==> src/design/hla_pkg.sv <==
// hla_pkg: shared types, widths, reset values and the sine/cosine generator
// for the hough line accumulator
// depends on nothing
package hla_pkg;

  localparam int THETA_BINS_DEF = 315;
  localparam int RHO_BINS_DEF   = 1024;

  localparam int OP_W   = 2;
  localparam int PIX_W  = 9;
  localparam int EDGE_W = 8;
  localparam int RB_W   = 10;
  localparam int TB_W   = 9;
  localparam int CNT_W  = 17;
  localparam logic [CNT_W-1:0] CNT_MAX = '1;

  localparam int STEP_W = 8;
  localparam int RMAX_W = 9;
  localparam logic [STEP_W-1:0] STEP_RST = 8'd16;
  localparam logic [RMAX_W-1:0] RMAX_RST = 9'd363;

  localparam int PADDR_W = 3;
  localparam int DATA_W  = 32;

  localparam int TRIG_W  = 16;
  localparam int FRAC_W  = 14;
  localparam int D_SHIFT = 10;
  localparam int M_SHIFT = 11;
  localparam int PA_W    = PIX_W + 1 + TRIG_W;
  localparam int NUM_W   = 28;
  localparam int MUL_M_W = 15;

  localparam int RECIP_K = 24;
  localparam int RECIP_W = RECIP_K + 1;
  localparam int PROD_W  = MUL_M_W + RECIP_W;
  localparam int RMAX_SHIFT = 5;
  localparam int RM32_W  = RMAX_W + RMAX_SHIFT;
  localparam int BP_W    = RM32_W + RECIP_W;
  localparam logic [RECIP_W-1:0] RECIP_RST =
    RECIP_W'(((1 << RECIP_K) - 1) / int'(STEP_RST) + 1);
  localparam int BINS_RST_RAW = (int'(RMAX_RST) * 32) / int'(STEP_RST) + 1;

  localparam longint Q30 = longint'(1) << 30;

  typedef enum logic [OP_W-1:0] {
    OP_VOTE  = 2'd0,
    OP_READ  = 2'd1,
    OP_CLEAR = 2'd2,
    OP_NOP   = 2'd3
  } op_e;

  typedef enum logic [0:0] {
    REG_STEP = 1'b0,
    REG_RMAX = 1'b1
  } reg_e;

  typedef enum logic [2:0] {
    ST_CLEAR,
    ST_IDLE,
    ST_VOTE,
    ST_DRAIN,
    ST_READ
  } state_e;

  typedef enum logic [1:0] {
    RC_IDLE,
    RC_DIV,
    RC_MUL,
    RC_FIN
  } rc_state_e;

  function automatic longint mul_q30(longint a, longint b);
    return (a * b) / Q30;
  endfunction

  // series term index divide, each arm by a fixed divisor
  function automatic longint div_term(longint t, int k);
    longint r;
    unique case (k)
      2:       r = t / 2;
      3:       r = t / 3;
      4:       r = t / 4;
      5:       r = t / 5;
      6:       r = t / 6;
      7:       r = t / 7;
      8:       r = t / 8;
      9:       r = t / 9;
      10:      r = t / 10;
      11:      r = t / 11;
      12:      r = t / 12;
      13:      r = t / 13;
      14:      r = t / 14;
      default: r = t;
    endcase
    return r;
  endfunction

  function automatic logic signed [TRIG_W-1:0] q30_to_q14(longint v);
    longint r;
    if (v >= 0) begin
      r = (v + 32768) / 65536;
    end else begin
      r = -((-v + 32768) / 65536);
    end
    return TRIG_W'(r);
  endfunction

  // taylor series at theta/16, then four angle doublings
  function automatic logic signed [TRIG_W-1:0] trig_q14(int j, bit want_sin);
    longint a;
    longint term;
    longint c;
    longint s;
    longint ns;
    longint nc;
    a = (longint'(j) * 67108864 + 50) / 100;
    term = Q30;
    c = Q30;
    s = 0;
    for (int k = 1; k <= 14; k++) begin
      term = div_term(mul_q30(term, a), k);
      unique case (k & 3)
        1: s = s + term;
        2: c = c - term;
        3: s = s - term;
        default: c = c + term;
      endcase
    end
    for (int n = 0; n < 4; n++) begin
      ns = 2 * mul_q30(s, c);
      nc = 2 * mul_q30(c, c) - Q30;
      s = ns;
      c = nc;
    end
    return want_sin ? q30_to_q14(s) : q30_to_q14(c);
  endfunction

endpackage

==> src/design/hla_rho_calc.sv <==
// hla_rho_calc: pipelined rho bin of one theta bin per cycle, with range check
// depends on hla_pkg
module hla_rho_calc import hla_pkg::*; #(
  parameter int THETA_BINS = THETA_BINS_DEF,
  parameter int RHO_BINS   = RHO_BINS_DEF,
  localparam int TW = (THETA_BINS > 1) ? $clog2(THETA_BINS) : 1,
  localparam int RW = $clog2(RHO_BINS),
  localparam int BW = $clog2(RHO_BINS + 1)
) (
  input  logic                     clk_i,
  input  logic                     rst_ni,
  input  logic                     v_i,
  input  logic [TW-1:0]            theta_i,
  input  logic signed [TRIG_W-1:0] cos_i,
  input  logic signed [TRIG_W-1:0] sin_i,
  input  logic [PIX_W-1:0]         x_i,
  input  logic [PIX_W-1:0]         y_i,
  input  logic [RMAX_W-1:0]        rmax_i,
  input  logic [STEP_W-1:0]        step_i,
  input  logic [RECIP_W-1:0]       recip_i,
  input  logic [BW-1:0]            bins_i,
  output logic                     v_o,
  output logic [TW-1:0]            theta_o,
  output logic [RW-1:0]            rho_o,
  output logic                     active_o
);

  localparam int Q_W = PROD_W - RECIP_K;

  logic va_q, vb_q, vc_q, vd_q;
  logic [TW-1:0] ta_q, tb_q, tc_q;
  logic signed [PA_W-1:0] px_d, py_d, px_q, py_q;
  logic signed [NUM_W-1:0] num;
  logic [NUM_W-1:0] mag;
  logic [NUM_W:0] np;
  logic [MUL_M_W-1:0] m_d, m_q;
  logic neg_b_q, neg_c_q;
  logic [PROD_W-1:0] prod_d, prod_q;
  logic [Q_W-1:0] q;
  logic ok;
  logic [RW-1:0] rho_q;
  logic [TW-1:0] td_q;

  always_comb begin
    px_d = $signed({1'b0, x_i}) * cos_i;
    py_d = $signed({1'b0, y_i}) * sin_i;
    num  = {{(NUM_W-PA_W){px_q[PA_W-1]}}, px_q}
         + {{(NUM_W-PA_W){py_q[PA_W-1]}}, py_q}
         + {{(NUM_W-RMAX_W-FRAC_W){1'b0}}, rmax_i, {FRAC_W{1'b0}}};
    mag  = num[NUM_W-1] ? NUM_W'(-num) : num;
    // 2*|num| + d, then drop the 2048 common to both sides of the quotient
    np   = {mag, 1'b0} + {{(NUM_W+1-STEP_W-D_SHIFT){1'b0}}, step_i, {D_SHIFT{1'b0}}};
    m_d  = np[MUL_M_W+M_SHIFT-1:M_SHIFT];
    prod_d = m_q * recip_i;
    q    = prod_q[PROD_W-1:RECIP_K];
    ok   = neg_c_q ? (q == '0) : (q < Q_W'(bins_i));
  end

  always_ff @(posedge clk_i or negedge rst_ni) begin
    if (!rst_ni) begin
      va_q <= 1'b0;
      vb_q <= 1'b0;
      vc_q <= 1'b0;
      vd_q <= 1'b0;
    end else begin
      va_q <= v_i;
      vb_q <= va_q;
      vc_q <= vb_q;
      vd_q <= vc_q & ok;
    end
  end

  always_ff @(posedge clk_i) begin
    px_q    <= px_d;
    py_q    <= py_d;
    ta_q    <= theta_i;
    m_q     <= m_d;
    neg_b_q <= num[NUM_W-1];
    tb_q    <= ta_q;
    prod_q  <= prod_d;
    neg_c_q <= neg_b_q;
    tc_q    <= tb_q;
    rho_q   <= q[RW-1:0];
    td_q    <= tc_q;
  end

  assign v_o      = vd_q;
  assign theta_o  = td_q;
  assign rho_o    = rho_q;
  assign active_o = va_q | vb_q | vc_q | vd_q;

endmodule

==> config.mk <==
export PLATFORM = sky130hd
export DESIGN_NAME = hla_rho_calc
export DESIGN_NICKNAME = d
export VERILOG_FILES = /design/src/design/hla_pkg.sv /design/src/design/hla_rho_calc.sv
export SDC_FILE = /design/constraint.sdc
export NUM_CORES = 2
export LEC_CHECK = 0
export ABC_CLOCK_PERIOD_IN_PS = 11100
export BUFFER_PORTS_ARGS = -buffer_cell sky130_fd_sc_hd__buf_2
export CAP_MARGIN = 30
export CELL_PAD_IN_SITES_DETAIL_PLACEMENT = 0
export CELL_PAD_IN_SITES_GLOBAL_PLACEMENT = 1
export CORE_UTILIZATION = 55
export DETAILED_ROUTE_END_ITERATION = 6
export PLACE_DENSITY = 0.95
export REMOVE_ABC_BUFFERS = 1
export SLEW_MARGIN = 10
export SYNTH_ARGS = -nofsm -noshare
export SYNTH_HDL_FRONTEND = slang
export SYNTH_SLANG_ARGS = --single-unit
export TNS_END_PERCENT = 20
==> constraint.sdc <==
create_clock -name clk_i -period 11.1 [get_ports clk_i]
set_input_delay 2.22 -clock clk_i [delete_from_list [all_inputs] [get_ports clk_i]]
set_output_delay 2.22 -clock clk_i [all_outputs]
set_load 0.05 [all_outputs]
## Yosys cells after proc, flatten, opt, wreduce, memory -nomap -nowiden

Cells that the tools add are included.
W data, S select, Z words.

- Register bits after elaboration: 159
- Input bits: 115
- Output and inout port bits: 21
- Word-level logic and storage cells: 30

- $add $sub $neg: 4
- Multiply operators: 3
- Magnitude comparators: 1
- Multiplexer cells: 2
- Bitwise logic cells: 4
- Reduce and logical (&&, ||, !) cells: 1

Operators with widths:

| kind | number |
|---|---|
| $mul A10 B16 Y26 | 2 |
| $mul A15 B25 Y40 | 1 |
| $add A27 B24 Y28 | 1 |
| $add A26 B26 Y27 | 1 |
| $add A26 B18 Y26 | 1 |
| $mux W25 | 1 |
| $neg A25 Y25 | 1 |
| $logic_not A16 Y1 | 1 |
| $lt A16 B11 Y1 | 1 |
| $or A1 B1 Y1 | 3 |
| $and A1 B1 Y1 | 1 |
| $mux W1 | 1 |

## Logic depth before layout (Yosys ltp)

- Depth in word-level cells: 5
- Gate-level depth with buffers: 26
- Mapped depth without buffers: 25

## Least setup slack after synthesis

No wires, ideal clock.

- Kind: in2reg
- From: in recip_i[9]
- To: reg prod_q[39]
- Library setup time: 72 ps
- Arrival: 7882 ps
- Data required time: 11028 ps
- Path slack: 3146 ps
- Cell stages on the path: 24
- Buffers on the path: 1
- Cell sequence: clkbuf_1 nand2_1 fa_1 fa_1 inv_1 fa_1 fa_1 fa_1 inv_1 fa_1 inv_1 ha_1 a21oi_1 nor2b_1 o21ai_0 a21oi_1 a2111oi_0 or2_2 a31oi_1 o31a_1 o211ai_1 nand3_1 a31oi_1 xnor2_1

- Cells in the longest elaborated chain, start to end: 1

RTL lines:

| item | RTL line | source |
|---|---|---|
| from (decl) | hla_rho_calc.sv:20 | `input logic [RECIP_W-1:0] recip_i,` |
| $mul A15 B25 Y40 | hla_rho_calc.sv:54 | `prod_d = m_q * recip_i;` |
| named net prod_d[39] | hla_rho_calc.sv:38 | `logic [PROD_W-1:0] prod_d, prod_q;` |
| to (signal assigned) | hla_rho_calc.sv:80 | `prod_q <= prod_d;` |
| to (decl) | hla_rho_calc.sv:38 |  |

The timed path passes the listed nets, and every way through them passes these cells.

## Worst setup path after layout

- From: in recip_i[15]
- To: reg prod_q[39]

The elaborated chain is that of the path after synthesis.

==> impl_metrics.env <==
export IMPL_postCtsSetupRepairBufs=0
export IMPL_hp_class="reg2reg"
export IMPL_r2r_cells=22
export IMPL_drv_cap=0
export IMPL_drt_initial_drc_count=993
export IMPL_antenna_found_initial=6
export IMPL_end_kind="register"
export IMPL_outcome="finished clean"
export IMPL_finalSetupViolCount=0
export IMPL_clock_fmax_mhz=122
export IMPL_tightestPinTransition_ns=0.936
export IMPL_die_area_um2=50700
export IMPL_crit_fanout=15
export IMPL_maxSlewHeadroom_pct=37.5
export IMPL_synthesis_area_um2=27400
export IMPL_async_reset_ff_share_pct=2.96
export IMPL_slowest_delay_ns=0.59
export IMPL_grt_max_degree=26
export IMPL_routabilityCongestion=0.902
export IMPL_min_to="tb_q[5]$_DFF_P_"
export IMPL_die_h_um=225
export IMPL_cts_resized=0
export IMPL_clock_root_buffer="clkbuf_16"
export IMPL_reg2reg_to="prod_q[39]$_DFF_P_"
export IMPL_cp_arrival_ns=8.55
export IMPL_ctsLongestPathBuffers=2
export IMPL_num_vias=19900
export IMPL_cts_hold_buffers=0
export IMPL_worstHoldStart="ta_q[5]$_DFF_P_"
export IMPL_dp_cells=3675
export IMPL_synth_top_area_cell="fa_1"
export IMPL_firstDrtPassIters=5
export IMPL_grt_pass1_vias=21900
export IMPL_clkLatencyLatePin_ns=0.42
export IMPL_slowest_stage="fa_1"
export IMPL_synth_cell_type_count=83
export IMPL_drc=0
export IMPL_placementRows=81
export IMPL_yosysWarnings=0
export IMPL_avgSynthCellArea_um2=9.28
export IMPL_chipWidth_um=225
export IMPL_cts_num_sinks=135
export IMPL_wl_um=62600
export IMPL_r2r_slack_ns=3.98
export IMPL_syn_to_final_growth_pct=7.08
export IMPL_critPathRequiredTime_ns=11.45
export IMPL_post_route_period_util_pct=73.9
export IMPL_cp_start_kind="primary input"
export IMPL_start_util_pct=55.8
export IMPL_numCtsBuffers=17
export IMPL_io_pins=136
export IMPL_drt_wirelength_per_cell_um=16.9
export IMPL_slew_violations=0
export IMPL_hold_ws_ns=0.324
export IMPL_grt_overflow_total=0
export IMPL_htree_levels=4
export IMPL_drive_above_1_share_pct=6.66
export IMPL_clkTransAtPathRegs_ns=0.07
export IMPL_holdPathStages=0
export IMPL_design_core_area_um2=49100
export IMPL_path_cells="buf_2, and2_1, fa_1, fa_1, fa_1, fa_1, fa_1, inv_1, fa_1, inv_1, ha_1, a21oi_1, nor2b_1, o21ai_0, a21oi_1, a2111oi_0, or2_2, a31oi_1, o31a_1, o211ai_1, nand3_1, a31oi_1, xnor2_1"
export IMPL_seq_area_frac_synth_pct=9.94
export IMPL_final_setup_tns_ns=0
export IMPL_synth_top_area_share_pct=40.3
export IMPL_ys_seq_elements=135
export IMPL_cts_tree="built"
export IMPL_reg2reg_from="m_q[1]$_DFF_P_"
export IMPL_clock_skew_ns=0.0153
export IMPL_nets=3975
export IMPL_ys_flop_type="dfxtp_1"
export IMPL_synth_area_leaders="fa_1 40%, ha_1 13%, dfxtp_1 9.6%, and2_1 9.1%, inv_1 8.7%"
export IMPL_finalHoldViolations=0
export IMPL_stdcell_count=3714
export IMPL_via_per_inst=5.35
export IMPL_dp_hpwl_um=51300
export IMPL_synth_edf_count=0
export IMPL_crit_top_cell="fa_1"
export IMPL_port_buffers=135
export IMPL_grt_use_total_pct=26.5
export IMPL_fin_crit_ns=8.20
export IMPL_grt_pass1_wl_um=107000
export IMPL_ant_nets=0
export IMPL_rsz0062_at_grt="no"
export IMPL_syn_inst=2951
export IMPL_path_class="in2reg"
-- worst max-delay path by stage --
stage,start,end,slack (ns),depth (start not counted)
floorplan,recip_i[16],prod_q[39]$_DFF_P_,3.34,23
global placement,recip_i[9],prod_q[39]$_DFF_P_,2.62,24
detailed placement,recip_i[15],prod_q[39]$_DFF_P_,2.48,23
CTS,recip_i[15],prod_q[39]$_DFF_P_,2.90,23
global route,recip_i[14],prod_q[39]$_DFF_P_,2.56,23
finish,recip_i[15],prod_q[39]$_DFF_P_,2.90,23
-- layout by cell type (no fill, tap or decap), types with 5 or more instances in the layout --
master | Yosys | final
and3_1 | 12 | 12
o31ai_1 | 10 | 10
buf_2 | 1 | 135
nor4_1 | 6 | 6
o21ai_0 | 23 | 23
o21ai_1 | 6 | 6
dfxtp_1 | 131 | 131
a211oi_1 | 14 | 14
xor2_1 | 20 | 20
or3_1 | 7 | 7
xnor2_1 | 81 | 81
nand2b_1 | 12 | 12
fa_1 | 551 | 551
buf_4 | 0 | 5
o211ai_1 | 6 | 6
a21oi_1 | 67 | 67
nor3_1 | 32 | 32
buf_8 | 0 | 6
nor2_1 | 69 | 69
and2_1 | 399 | 399
o21a_1 | 17 | 17
clkbuf_16 | 0 | 17
ha_1 | 275 | 275
inv_1 | 633 | 633
o21bai_1 | 12 | 12
a31oi_1 | 11 | 11
or2_2 | 7 | 7
a21o_1 | 35 | 35
nand3_1 | 31 | 31
nand2_1 | 305 | 305
-- routing by layer --
metal	part of all wire, %	wire, µm	up-vias	GRT usage (%)
met5	0.069	43	-	0
met4	3.1	1970	8	9.48
met3	4.5	2800	139	3.25
met2	52	32700	510	47.5
met1	40	25100	10000	32.6
li1	-	-	9155	-
-- cell type report --
type	count	area, µm²
Multi-Input combinational cell	2099	22000
Fill cell	4265	19700
Sequential cell	135	2720
Inverter	634	2380
Timing Repair Buffer	147	831
Tap cell	664	831
Clock buffer	18	429
Clock inverter	14	153
Antenna cell	3	7.51
-- cell usage after synthesis (3+ instances only) --
master and number:
o21ai_1 6, and3_1 12, clkbuf_1 82, xnor2_1 81, o21bai_1 12, a21o_1 35, a211o_1 4, nor4b_1 4
or2_1 3, nor2b_1 4, dfxtp_1 131, nor3_1 32, o41ai_1 3, a221oi_1 3, a21oi_1 67, or2_2 7
a211oi_1 14, a41o_1 4, o31ai_1 10, o2111ai_1 4, nand2_1 305, and2_1 399, o31a_1 3, nand4_1 3
xor2_1 20, ha_1 275, nand2b_1 12, o21a_1 17, nand3_1 31, nor2_1 69, o21ai_0 23, dfrtp_1 4
inv_1 633, nand3b_1 3, o211ai_1 6, fa_1 551, a31oi_1 11, nor4_1 6, or3_1 7
-- registers in the layout, indices dropped and copies added (netlist names) --
name     flops
m_q         15
neg_b_q      1
neg_c_q      1
prod_q      16
px_q        26
py_q        26
rho_o       10
ta_q         9
tb_q         9
tc_q         9
theta_o      9
v_o          1
va_q         1
vb_q         1
vc_q         1
-- cells by family (layout without fill, tap and decap cells) --
| group | Yosys count | in the layout | share of synthesized area [%] |
|---|---|---|---|
| adder cells (fa/ha/maj) | 826 | 826 | 52.9 |
| buffers and inverters | 717 | 813 | 9.84 |
| flip-flops | 135 | 135 | 9.94 |
| other | 0 | 3 | 0 |
| XOR/XNOR | 102 | 102 | 3.29 |
| AO/OA/AOI/OAI | 259 | 259 | 6.68 |
| multiplexers | 2 | 2 | 0.0731 |
| AND/OR/NAND/NOR | 910 | 910 | 17.3 |
-- metrics by stage --
step                      utilization, %  setup slack (ns)  cell area, µm²
final                               59.8              2.90           29300
after global routing                59.8              2.56           29300
after CTS                           59.6              2.90           29200
after detailed placement            58.4              2.48           28700
after global placement              58.3              2.62           28600
after floorplan                        -              3.34           27100
-- worst max-delay path, delay by kind of cell --
family / cells / cell delay [ns]
XOR/XNOR: 1 / 0.15
AO/OA/AOI/OAI: 8 / 1.87
buffers and inverters: 3 / 0.38
adder cells (fa/ha/maj): 7 / 3.28
AND/OR/NAND/NOR: 4 / 0.64
Power is not shown: default switching activity piles up to over one toggle a cycle in this logic, so the estimate is an artifact.
