[src/design/hla_pkg.sv]
// hla_pkg: shared types, widths, reset values and the sine/cosine generator
// for the hough line accumulator
// depends on nothing
package hla_pkg;

  localparam int THETA_BINS_DEF = 315;
  localparam int RHO_BINS_DEF   = 1024;

  localparam int OP_W   = 2;
  localparam int PIX_W  = 9;
  localparam int EDGE_W = 8;
  localparam int RB_W   = 10;
  localparam int TB_W   = 9;
  localparam int CNT_W  = 17;
  localparam logic [CNT_W-1:0] CNT_MAX = '1;

  localparam int STEP_W = 8;
  localparam int RMAX_W = 9;
  localparam logic [STEP_W-1:0] STEP_RST = 8'd16;
  localparam logic [RMAX_W-1:0] RMAX_RST = 9'd363;

  localparam int PADDR_W = 3;
  localparam int DATA_W  = 32;

  localparam int TRIG_W  = 16;
  localparam int FRAC_W  = 14;
  localparam int D_SHIFT = 10;
  localparam int M_SHIFT = 11;
  localparam int PA_W    = PIX_W + 1 + TRIG_W;
  localparam int NUM_W   = 28;
  localparam int MUL_M_W = 15;

  localparam int RECIP_K = 24;
  localparam int RECIP_W = RECIP_K + 1;
  localparam int PROD_W  = MUL_M_W + RECIP_W;
  localparam int RMAX_SHIFT = 5;
  localparam int RM32_W  = RMAX_W + RMAX_SHIFT;
  localparam int BP_W    = RM32_W + RECIP_W;
  localparam logic [RECIP_W-1:0] RECIP_RST =
    RECIP_W'(((1 << RECIP_K) - 1) / int'(STEP_RST) + 1);
  localparam int BINS_RST_RAW = (int'(RMAX_RST) * 32) / int'(STEP_RST) + 1;

  localparam longint Q30 = longint'(1) << 30;

  typedef enum logic [OP_W-1:0] {
    OP_VOTE  = 2'd0,
    OP_READ  = 2'd1,
    OP_CLEAR = 2'd2,
    OP_NOP   = 2'd3
  } op_e;

  typedef enum logic [0:0] {
    REG_STEP = 1'b0,
    REG_RMAX = 1'b1
  } reg_e;

  typedef enum logic [2:0] {
    ST_CLEAR,
    ST_IDLE,
    ST_VOTE,
    ST_DRAIN,
    ST_READ
  } state_e;

  typedef enum logic [1:0] {
    RC_IDLE,
    RC_DIV,
    RC_MUL,
    RC_FIN
  } rc_state_e;

  function automatic longint mul_q30(longint a, longint b);
    return (a * b) / Q30;
  endfunction

  // series term index divide, each arm by a fixed divisor
  function automatic longint div_term(longint t, int k);
    longint r;
    unique case (k)
      2:       r = t / 2;
      3:       r = t / 3;
      4:       r = t / 4;
      5:       r = t / 5;
      6:       r = t / 6;
      7:       r = t / 7;
      8:       r = t / 8;
      9:       r = t / 9;
      10:      r = t / 10;
      11:      r = t / 11;
      12:      r = t / 12;
      13:      r = t / 13;
      14:      r = t / 14;
      default: r = t;
    endcase
    return r;
  endfunction

  function automatic logic signed [TRIG_W-1:0] q30_to_q14(longint v);
    longint r;
    if (v >= 0) begin
      r = (v + 32768) / 65536;
    end else begin
      r = -((-v + 32768) / 65536);
    end
    return TRIG_W'(r);
  endfunction

  // taylor series at theta/16, then four angle doublings
  function automatic logic signed [TRIG_W-1:0] trig_q14(int j, bit want_sin);
    longint a;
    longint term;
    longint c;
    longint s;
    longint ns;
    longint nc;
    a = (longint'(j) * 67108864 + 50) / 100;
    term = Q30;
    c = Q30;
    s = 0;
    for (int k = 1; k <= 14; k++) begin
      term = div_term(mul_q30(term, a), k);
      unique case (k & 3)
        1: s = s + term;
        2: c = c - term;
        3: s = s - term;
        default: c = c + term;
      endcase
    end
    for (int n = 0; n < 4; n++) begin
      ns = 2 * mul_q30(s, c);
      nc = 2 * mul_q30(c, c) - Q30;
      s = ns;
      c = nc;
    end
    return want_sin ? q30_to_q14(s) : q30_to_q14(c);
  endfunction

endpackage

[src/design/hla_recip.sv]
// hla_recip: serial reciprocal of the rho step and the count of rho bins in use
// depends on hla_pkg
module hla_recip import hla_pkg::*; #(
  parameter int RHO_BINS = RHO_BINS_DEF,
  localparam int BW = $clog2(RHO_BINS + 1)
) (
  input  logic               clk_i,
  input  logic               rst_ni,
  input  logic               start_i,
  input  logic [STEP_W-1:0]  step_i,
  input  logic [RMAX_W-1:0]  rmax_i,
  output logic               busy_o,
  output logic [RECIP_W-1:0] recip_o,
  output logic [BW-1:0]      bins_o
);

  localparam int CW = $clog2(RECIP_K);
  localparam logic [BW-1:0] BINS_RST =
    BW'((BINS_RST_RAW > RHO_BINS) ? RHO_BINS : BINS_RST_RAW);

  rc_state_e state_q, state_d;
  logic [CW-1:0]      cnt_q;
  logic [STEP_W-1:0]  rem_q;
  logic [RECIP_K-1:0] quo_q;
  logic [RECIP_W-1:0] recip_q;
  logic [BW-1:0]      bins_q;

  logic [STEP_W:0]    trial;
  logic               ge;
  logic [STEP_W-1:0]  rem_d;
  logic [BP_W-1:0]    bprod;
  logic [BP_W-RECIP_K:0] braw;
  logic [BW-1:0]      bins_d;

  always_comb begin
    state_d = state_q;
    if (start_i) begin
      state_d = RC_DIV;
    end else begin
      unique case (state_q)
        RC_IDLE: state_d = RC_IDLE;
        RC_DIV:  if (cnt_q == CW'(RECIP_K - 1)) state_d = RC_MUL;
        RC_MUL:  state_d = RC_FIN;
        RC_FIN:  state_d = RC_IDLE;
        default: state_d = RC_IDLE;
      endcase
    end
  end

  always_comb begin
    busy_o  = (state_q != RC_IDLE);
    recip_o = recip_q;
    bins_o  = bins_q;
  end

  // restoring division of all ones by the step, one bit a cycle
  always_comb begin
    trial = {rem_q, 1'b1};
    ge    = (trial >= {1'b0, step_i});
    rem_d = ge ? STEP_W'(trial - {1'b0, step_i}) : trial[STEP_W-1:0];
    bprod = {rmax_i, {RMAX_SHIFT{1'b0}}} * recip_q;
    braw  = {1'b0, bprod[BP_W-1:RECIP_K]} + 1'b1;
    bins_d = (braw > (BP_W - RECIP_K + 1)'(RHO_BINS)) ? BW'(RHO_BINS) : braw[BW-1:0];
  end

  always_ff @(posedge clk_i or negedge rst_ni) begin
    if (!rst_ni) begin
      state_q <= RC_IDLE;
      cnt_q   <= '0;
      recip_q <= RECIP_RST;
      bins_q  <= BINS_RST;
    end else begin
      state_q <= state_d;
      if (start_i) begin
        cnt_q <= '0;
      end else if (state_q == RC_DIV) begin
        cnt_q <= cnt_q + 1'b1;
      end
      if (!start_i && state_q == RC_MUL) begin
        recip_q <= {1'b0, quo_q} + 1'b1;
      end
      if (!start_i && state_q == RC_FIN) begin
        bins_q <= bins_d;
      end
    end
  end

  always_ff @(posedge clk_i) begin
    if (start_i) begin
      rem_q <= '0;
      quo_q <= '0;
    end else if (state_q == RC_DIV) begin
      rem_q <= rem_d;
      quo_q <= {quo_q[RECIP_K-2:0], ge};
    end
  end

endmodule

[config.mk]
export PLATFORM = sky130hd
export DESIGN_NAME = hla_recip
export DESIGN_NICKNAME = d
export VERILOG_FILES = /design/src/design/hla_pkg.sv /design/src/design/hla_recip.sv
export SDC_FILE = /design/constraint.sdc
export NUM_CORES = 1
export LEC_CHECK = 0
export BUFFER_PORTS_ARGS = -buffer_cell sky130_fd_sc_hd__buf_2
export CAP_MARGIN = 20
export CORE_MARGIN = 8
export CORE_UTILIZATION = 25
export DETAILED_ROUTE_END_ITERATION = 16
export PLACE_DENSITY_LB_ADDON = 0.08
export SETUP_SLACK_MARGIN = 0.1
export SYNTH_ARGS = -nofsm -noshare
export SYNTH_HDL_FRONTEND = slang
export SYNTH_SLANG_ARGS = --single-unit
[constraint.sdc]
create_clock -name clk_i -period 10.7 [get_ports clk_i]
set_input_delay 1.605 -clock clk_i [delete_from_list [all_inputs] [get_ports clk_i]]
set_output_delay 1.605 -clock clk_i [all_outputs]
set_load 0.005 [all_outputs]
After elaboration in Yosys (flattened, before gate mapping). Index checks and enable logic that the tools add are counted.

$add $sub $neg: 4. Multiply operators: 1. Order comparisons: 2. Equal/unequal tests: 5. Muxes and demuxes: 7. Reduce and logical (&&, ||, !) cells: 7.

Operator list (number): multiplier 9 x 25 -> 34 bit (1); adder 24 x 1 -> 25 bit (second input constant) (1); adder 15 x 1 -> 16 bit (second input constant) (1); greater-than comparator 16 x 11 -> 1 bit (second input constant) (1); 2-to-1 mux 11 bit (1); 2-to-1 mux 5 bit (2); >= comparator 9 x 8 -> 1 bit (1); 2-to-1 mux 8 bit (1); subtractor 8 bit (1); one-hot mux 2 bit (3 select lines) (1); adder 5 x 1 -> 5 bit (second input constant) (1); == test 5 bit (second input constant) (1); == test 2 bit (second input constant) (2); 2-to-1 mux 2 bit (2); nonzero test 2 bit (2); != test 3 bit (second input constant) (1); == test 2 x 1 -> 1 bit (second input constant) (1); logical AND 1 bit (2); logical NOT 2 bit (1); OR reduction 2 bit (1); logical NOT 1 bit (1).

Register bits: 75. Output and inout port bits: 37.

Depth between registers and ports, before layout.
Word-level depth: 4. Mapped depth: 23. Gate-level depth less buffers: 21.

Worst setup path after synthesis. Ideal clock, no wire load.

Path kind: input to register. From: input rmax_i[2]. To: register bins_q[5] (netlist: bins_o[5]). Arrival time: 6.900 ns. Path slack: 3.708 ns. Cell stages on the path: 22. Path through: clkbuf_1 -> clkbuf_1 -> nand2_1 -> fa_1 -> inv_1 -> fa_1 -> fa_1 -> inv_1 -> fa_1 -> inv_1 -> ha_1 -> clkbuf_1 -> nand4_1 -> nor4_2 -> o211ai_2 -> and4_1 -> nor3_2 -> and2_1 -> and4bb_1 -> mux2i_1 -> nand2_1 -> o31ai_2.

Cells in the longest elaborated chain, start to end: 4.

Ends and longest elaborated chain: start: declaration (RTL line hla_recip.sv:11) `input logic [RMAX_W-1:0] rmax_i,`; multiplier 9 x 25 -> 34 bit * (RTL line hla_recip.sv:61) `bprod = {rmax_i, {RMAX_SHIFT{1'b0}}} * recip_q;`; adder 15 x 1 -> 16 bit * (RTL line hla_recip.sv:62) `braw = {1'b0, bprod[BP_W-1:RECIP_K]} + 1'b1;`; greater-than comparator 16 x 11 -> 1 bit (RTL line hla_recip.sv:63) `bins_d = (braw > (BP_W - RECIP_K + 1)'(RHO_BINS)) ? BW'(RHO_BINS) : braw[BW-1:0];`; 2-to-1 mux 11 bit * (RTL line hla_recip.sv:63); end signal: assignment (RTL line hla_recip.sv:83) `bins_q <= bins_d;`; end: declaration (RTL line hla_recip.sv:26) `logic [BW-1:0] bins_q;`.

Every way passes the cells marked *; elsewhere a longest branch is shown, timed or not. A chain may end at the register's enable or synchronous reset.

Final worst setup path.
From: input rmax_i[0]. To: register bins_q[10] (netlist: bins_o[10]).

The elaborated chain is that of the path after synthesis.

==> flow_summary.json <==
{
  "synth_seq_area_share_pct": 15.4,
  "power.ir.vdd_worst_mv": 0.112,
  "drt-initial-drc-count": 253,
  "finalWorstSetupSlack_ns": 3.27,
  "clk_transition_reported_paths_ns": 0.06,
  "place.gp.congestion": 0.758,
  "grt_use_total_pct": 12.7,
  "floorplan.die.width_um": 227,
  "dieHeight_um": 227,
  "dp_hpwl_mm": 24.8,
  "clkSinkCount": 75,
  "timing.final.max_slew_violations": 0,
  "area_delta_synth_final_pct": 10.0,
  "layout_commonest_cell": "sky130_fd_sc_hd__inv_1",
  "cts_made_buffers": 9,
  "crit_chain": "buf_2, nand2_1, fa_1, inv_1, fa_1, fa_1, inv_1, fa_1, inv_1, ha_1, nand4_4, nor4_2, o211ai_2, and4_1, nor3_2, and2_1, and4bb_1, mux2i_1, nand3_2, a21boi_1",
  "postSynthNetCount": 1534,
  "drt_pre_antenna_iters": 6,
  "htree_levels": 3,
  "hold_buffers": 0,
  "postRouteWirelength_mm": 31.1,
  "global_route.overflow_total": 0,
  "slowest_stage": "sky130_fd_sc_hd__fa_1",
  "ios": 57,
  "floorplan.rows": 77,
  "drt.antenna.violating_nets": 0,
  "post-route-period-util_pct": 69.4,
  "postSynthCellCount": 1286,
  "grt_pass1_wl_mm": 51.4,
  "avgSynthCellArea_sq_um": 8.69,
  "design.die.area_sq_um": 51700,
  "grt_setup_unrepaired": "no",
  "first_global_vias": 9253,
  "cts.repair.resized": 0,
  "post-route-drc-count": 0,
  "grt_antenna_before_repair": 4,
  "number_of_flops_mapped_to_enable_cells_by_yosys": 0,
  "core_area_sq_um": 44200,
  "clk_path_buf_depth": 2,
  "ys_ff_latch": 75,
  "maxClockFrequency_mhz": 135,
  "synth_area_sq_um": 11200,
  "design.final.nets": 1538,
  "yosys_warnings": 0,
  "ff2ff_setup_slack_ns": 4.31,
  "cap_violations": 0,
  "power_per_unit_of_standard_cell_area_nw_per_um2": 110,
  "worst-r2r-cell-count": 18,
  "critical-path-max-stage-delay_ns": 0.52,
  "wl_per_cell_um": 16.5,
  "clock_insertion_delay_worst_skew_ns": 0.36,
  "critPathCapture": "bins_o[10]$_DFFE_PN0P_",
  "timing.clock.skew_ns": 0.00796,
  "clockRootBuffer": "sky130_fd_sc_hd__clkbuf_16",
  "finalSetupViolations": 0,
  "cts.repair_timing.setup_buffer_count": 0,
  "cell_mode_on_critical_path": "sky130_fd_sc_hd__fa_1",
  "tns_ns": 0,
  "cts_tree": "built",
  "worst_hold_slack_ns": 0.461,
  "drive_gt1_share_pct": 9.58,
  "overall_power_mw": 1.35,
  "worst-slew-pin-transition_ns": 0.758,
  "headroom_to_the_max_slew_limit_pct": 49.4,
  "static-leakage-power_nw": 5.96,
  "min_path_type": "reg -> reg",
  "start_kind": "input pin",
  "finish.cell_count_without_fillers": 1888,
  "worstSetupEndpointType": "flip-flop",
  "status": "finished clean",
  "portBuffers": 56,
  "grt_start_max_net_pins": 50,
  "regToRegStartpoint": "recip_o[11]$_DFFE_PN0P_",
  "crit_fanout": 24,
  "arrival_ns": 7.65,
  "timing.final.crit_period_ns": 7.43,
  "vias": 8389,
  "most-common-layout-cells": "sky130_fd_sc_hd__inv_1, sky130_fd_sc_hd__nand2_1, sky130_fd_sc_hd__fa_1, sky130_fd_sc_hd__and2_1, sky130_fd_sc_hd__ha_1",
  "count_of_unique_library_cells_instantiated_by_yosys": 83,
  "placedCellCount": 1871,
  "worst_setup_slack_post_dpl_ns": 2.85,
  "reg_to_reg_end": "bins_o[10]$_DFFE_PN0P_",
  "criticalPathCategory": "in -> reg",
  "launching_instance_or_port_of_the_critical_path": "rmax_i[0]",
  "async_reset_ff_share_pct": 57.3,
  "start_util_pct": 25.3,
  "prevailing_post_synth_register_cell": "sky130_fd_sc_hd__dfrtp_1",
  "routed_via_density": 4.44,
  "hold_violations": 0,
  "critical_path_required_ns": 10.92
}
## synthesized netlist by cell type (4+ instances only)
cell type	instances	area, sq um
sky130_fd_sc_hd__o21ai_0	49	245
sky130_fd_sc_hd__ha_1	66	826
sky130_fd_sc_hd__and3_1	9	56.3
sky130_fd_sc_hd__nand2_1	172	646
sky130_fd_sc_hd__nand2b_1	10	62.6
sky130_fd_sc_hd__a21o_1	8	60.1
sky130_fd_sc_hd__xnor2_1	20	175
sky130_fd_sc_hd__nor2_1	59	221
sky130_fd_sc_hd__and2_1	139	870
sky130_fd_sc_hd__and4_1	5	43.8
sky130_fd_sc_hd__a21oi_1	26	130
sky130_fd_sc_hd__a211oi_1	4	30.0
sky130_fd_sc_hd__a311oi_1	5	43.8
sky130_fd_sc_hd__nand3_1	18	90.1
sky130_fd_sc_hd__clkbuf_1	52	195
sky130_fd_sc_hd__buf_1	10	37.5
sky130_fd_sc_hd__nor2b_1	7	43.8
sky130_fd_sc_hd__dfstp_2	8	210
sky130_fd_sc_hd__fa_1	162	3240
sky130_fd_sc_hd__o211ai_1	14	105
sky130_fd_sc_hd__o21ai_1	5	25.0
sky130_fd_sc_hd__dfxtp_1	32	641
sky130_fd_sc_hd__inv_1	202	758
sky130_fd_sc_hd__mux2i_1	27	270
sky130_fd_sc_hd__dfrtp_1	35	876
sky130_fd_sc_hd__nand4_1	18	113
sky130_fd_sc_hd__or3_1	5	31.3
sky130_fd_sc_hd__xor2_1	24	210
sky130_fd_sc_hd__nor3_1	8	40.0
## power by group
group | internal, mW | switching, mW
logic | 0.248 | 0.364
registers | 0.331 | 0.0592
clock network | 0.213 | 0.139
## kinds of logic after synthesis
logic type | Yosys count | synth area share, %
AO/OA/AOI/OAI | 160 | 9.95
XOR/XNOR | 45 | 3.59
adder cells (fa/ha/maj) | 228 | 36.4
buffers and inverters | 269 | 9.22
flip-flops | 75 | 15.4
multiplexers | 28 | 2.52
AND/OR/NAND/NOR | 481 | 22.9
## per-layer routing
layer | track usage [%] | up-vias | wire length [um]
li1 | - | 4097 | -
met1 | 17.1 | 4219 | 15500
met2 | 21.0 | 62 | 14500
met3 | 2.28 | 9 | 885
met4 | 2.94 | 2 | 185
met5 | 0 | - | 11
## worst max-delay path, delay by kind of cell
| kind | cells | cell delay (ns) |
|---|---|---|
| compound gates | 2 | 0.41 |
| fa+ha+maj | 5 | 2.49 |
| mux | 1 | 0.38 |
| buf+inv | 4 | 0.64 |
| simple gates | 8 | 2.07 |
## final cells by class
type                       count  area [sq um]
inverter                     202           758
timing repair buffer          60           310
antenna                        1          2.50
tap                          592           741
fill                        4804         31900
sequential                    75          1730
clock inverter                 6          95.1
clock buffer                  10           239
multi-input combinational    942          8420
## through the flow
| step | util [%] | instance area (sq um) |
|---|---|---|
| after floorplan | - | 11200 |
| after global placement | 27.0 | 12000 |
| after detailed placement | 27.0 | 12000 |
| after CTS | 27.8 | 12300 |
| after global routing | 27.8 | 12300 |
| final | 27.8 | 12300 |
## state kept, by name, indices dropped and copies added (netlist names)
register / count
recip_o: 25
quo_q: 24
bins_o: 11
rem_q: 8
cnt_q: 5
state_q: 2
## how the worst min path moves through the flow
stage,from,end,slack [ns],depth (start not counted)
floorplan,bins_o[7]$_DFFE_PN1P_,bins_o[7]$_DFFE_PN1P_,0.45,2
global placement,bins_o[4]$_DFFE_PN1P_,bins_o[4]$_DFFE_PN1P_,0.46,2
detailed placement,bins_o[7]$_DFFE_PN1P_,bins_o[7]$_DFFE_PN1P_,0.46,2
CTS,bins_o[7]$_DFFE_PN1P_,bins_o[7]$_DFFE_PN1P_,0.47,2
global route,bins_o[4]$_DFFE_PN1P_,bins_o[4]$_DFFE_PN1P_,0.47,2
finish,bins_o[7]$_DFFE_PN1P_,bins_o[7]$_DFFE_PN1P_,0.46,2
No activity file was read; power rests on OpenSTA's default activity.
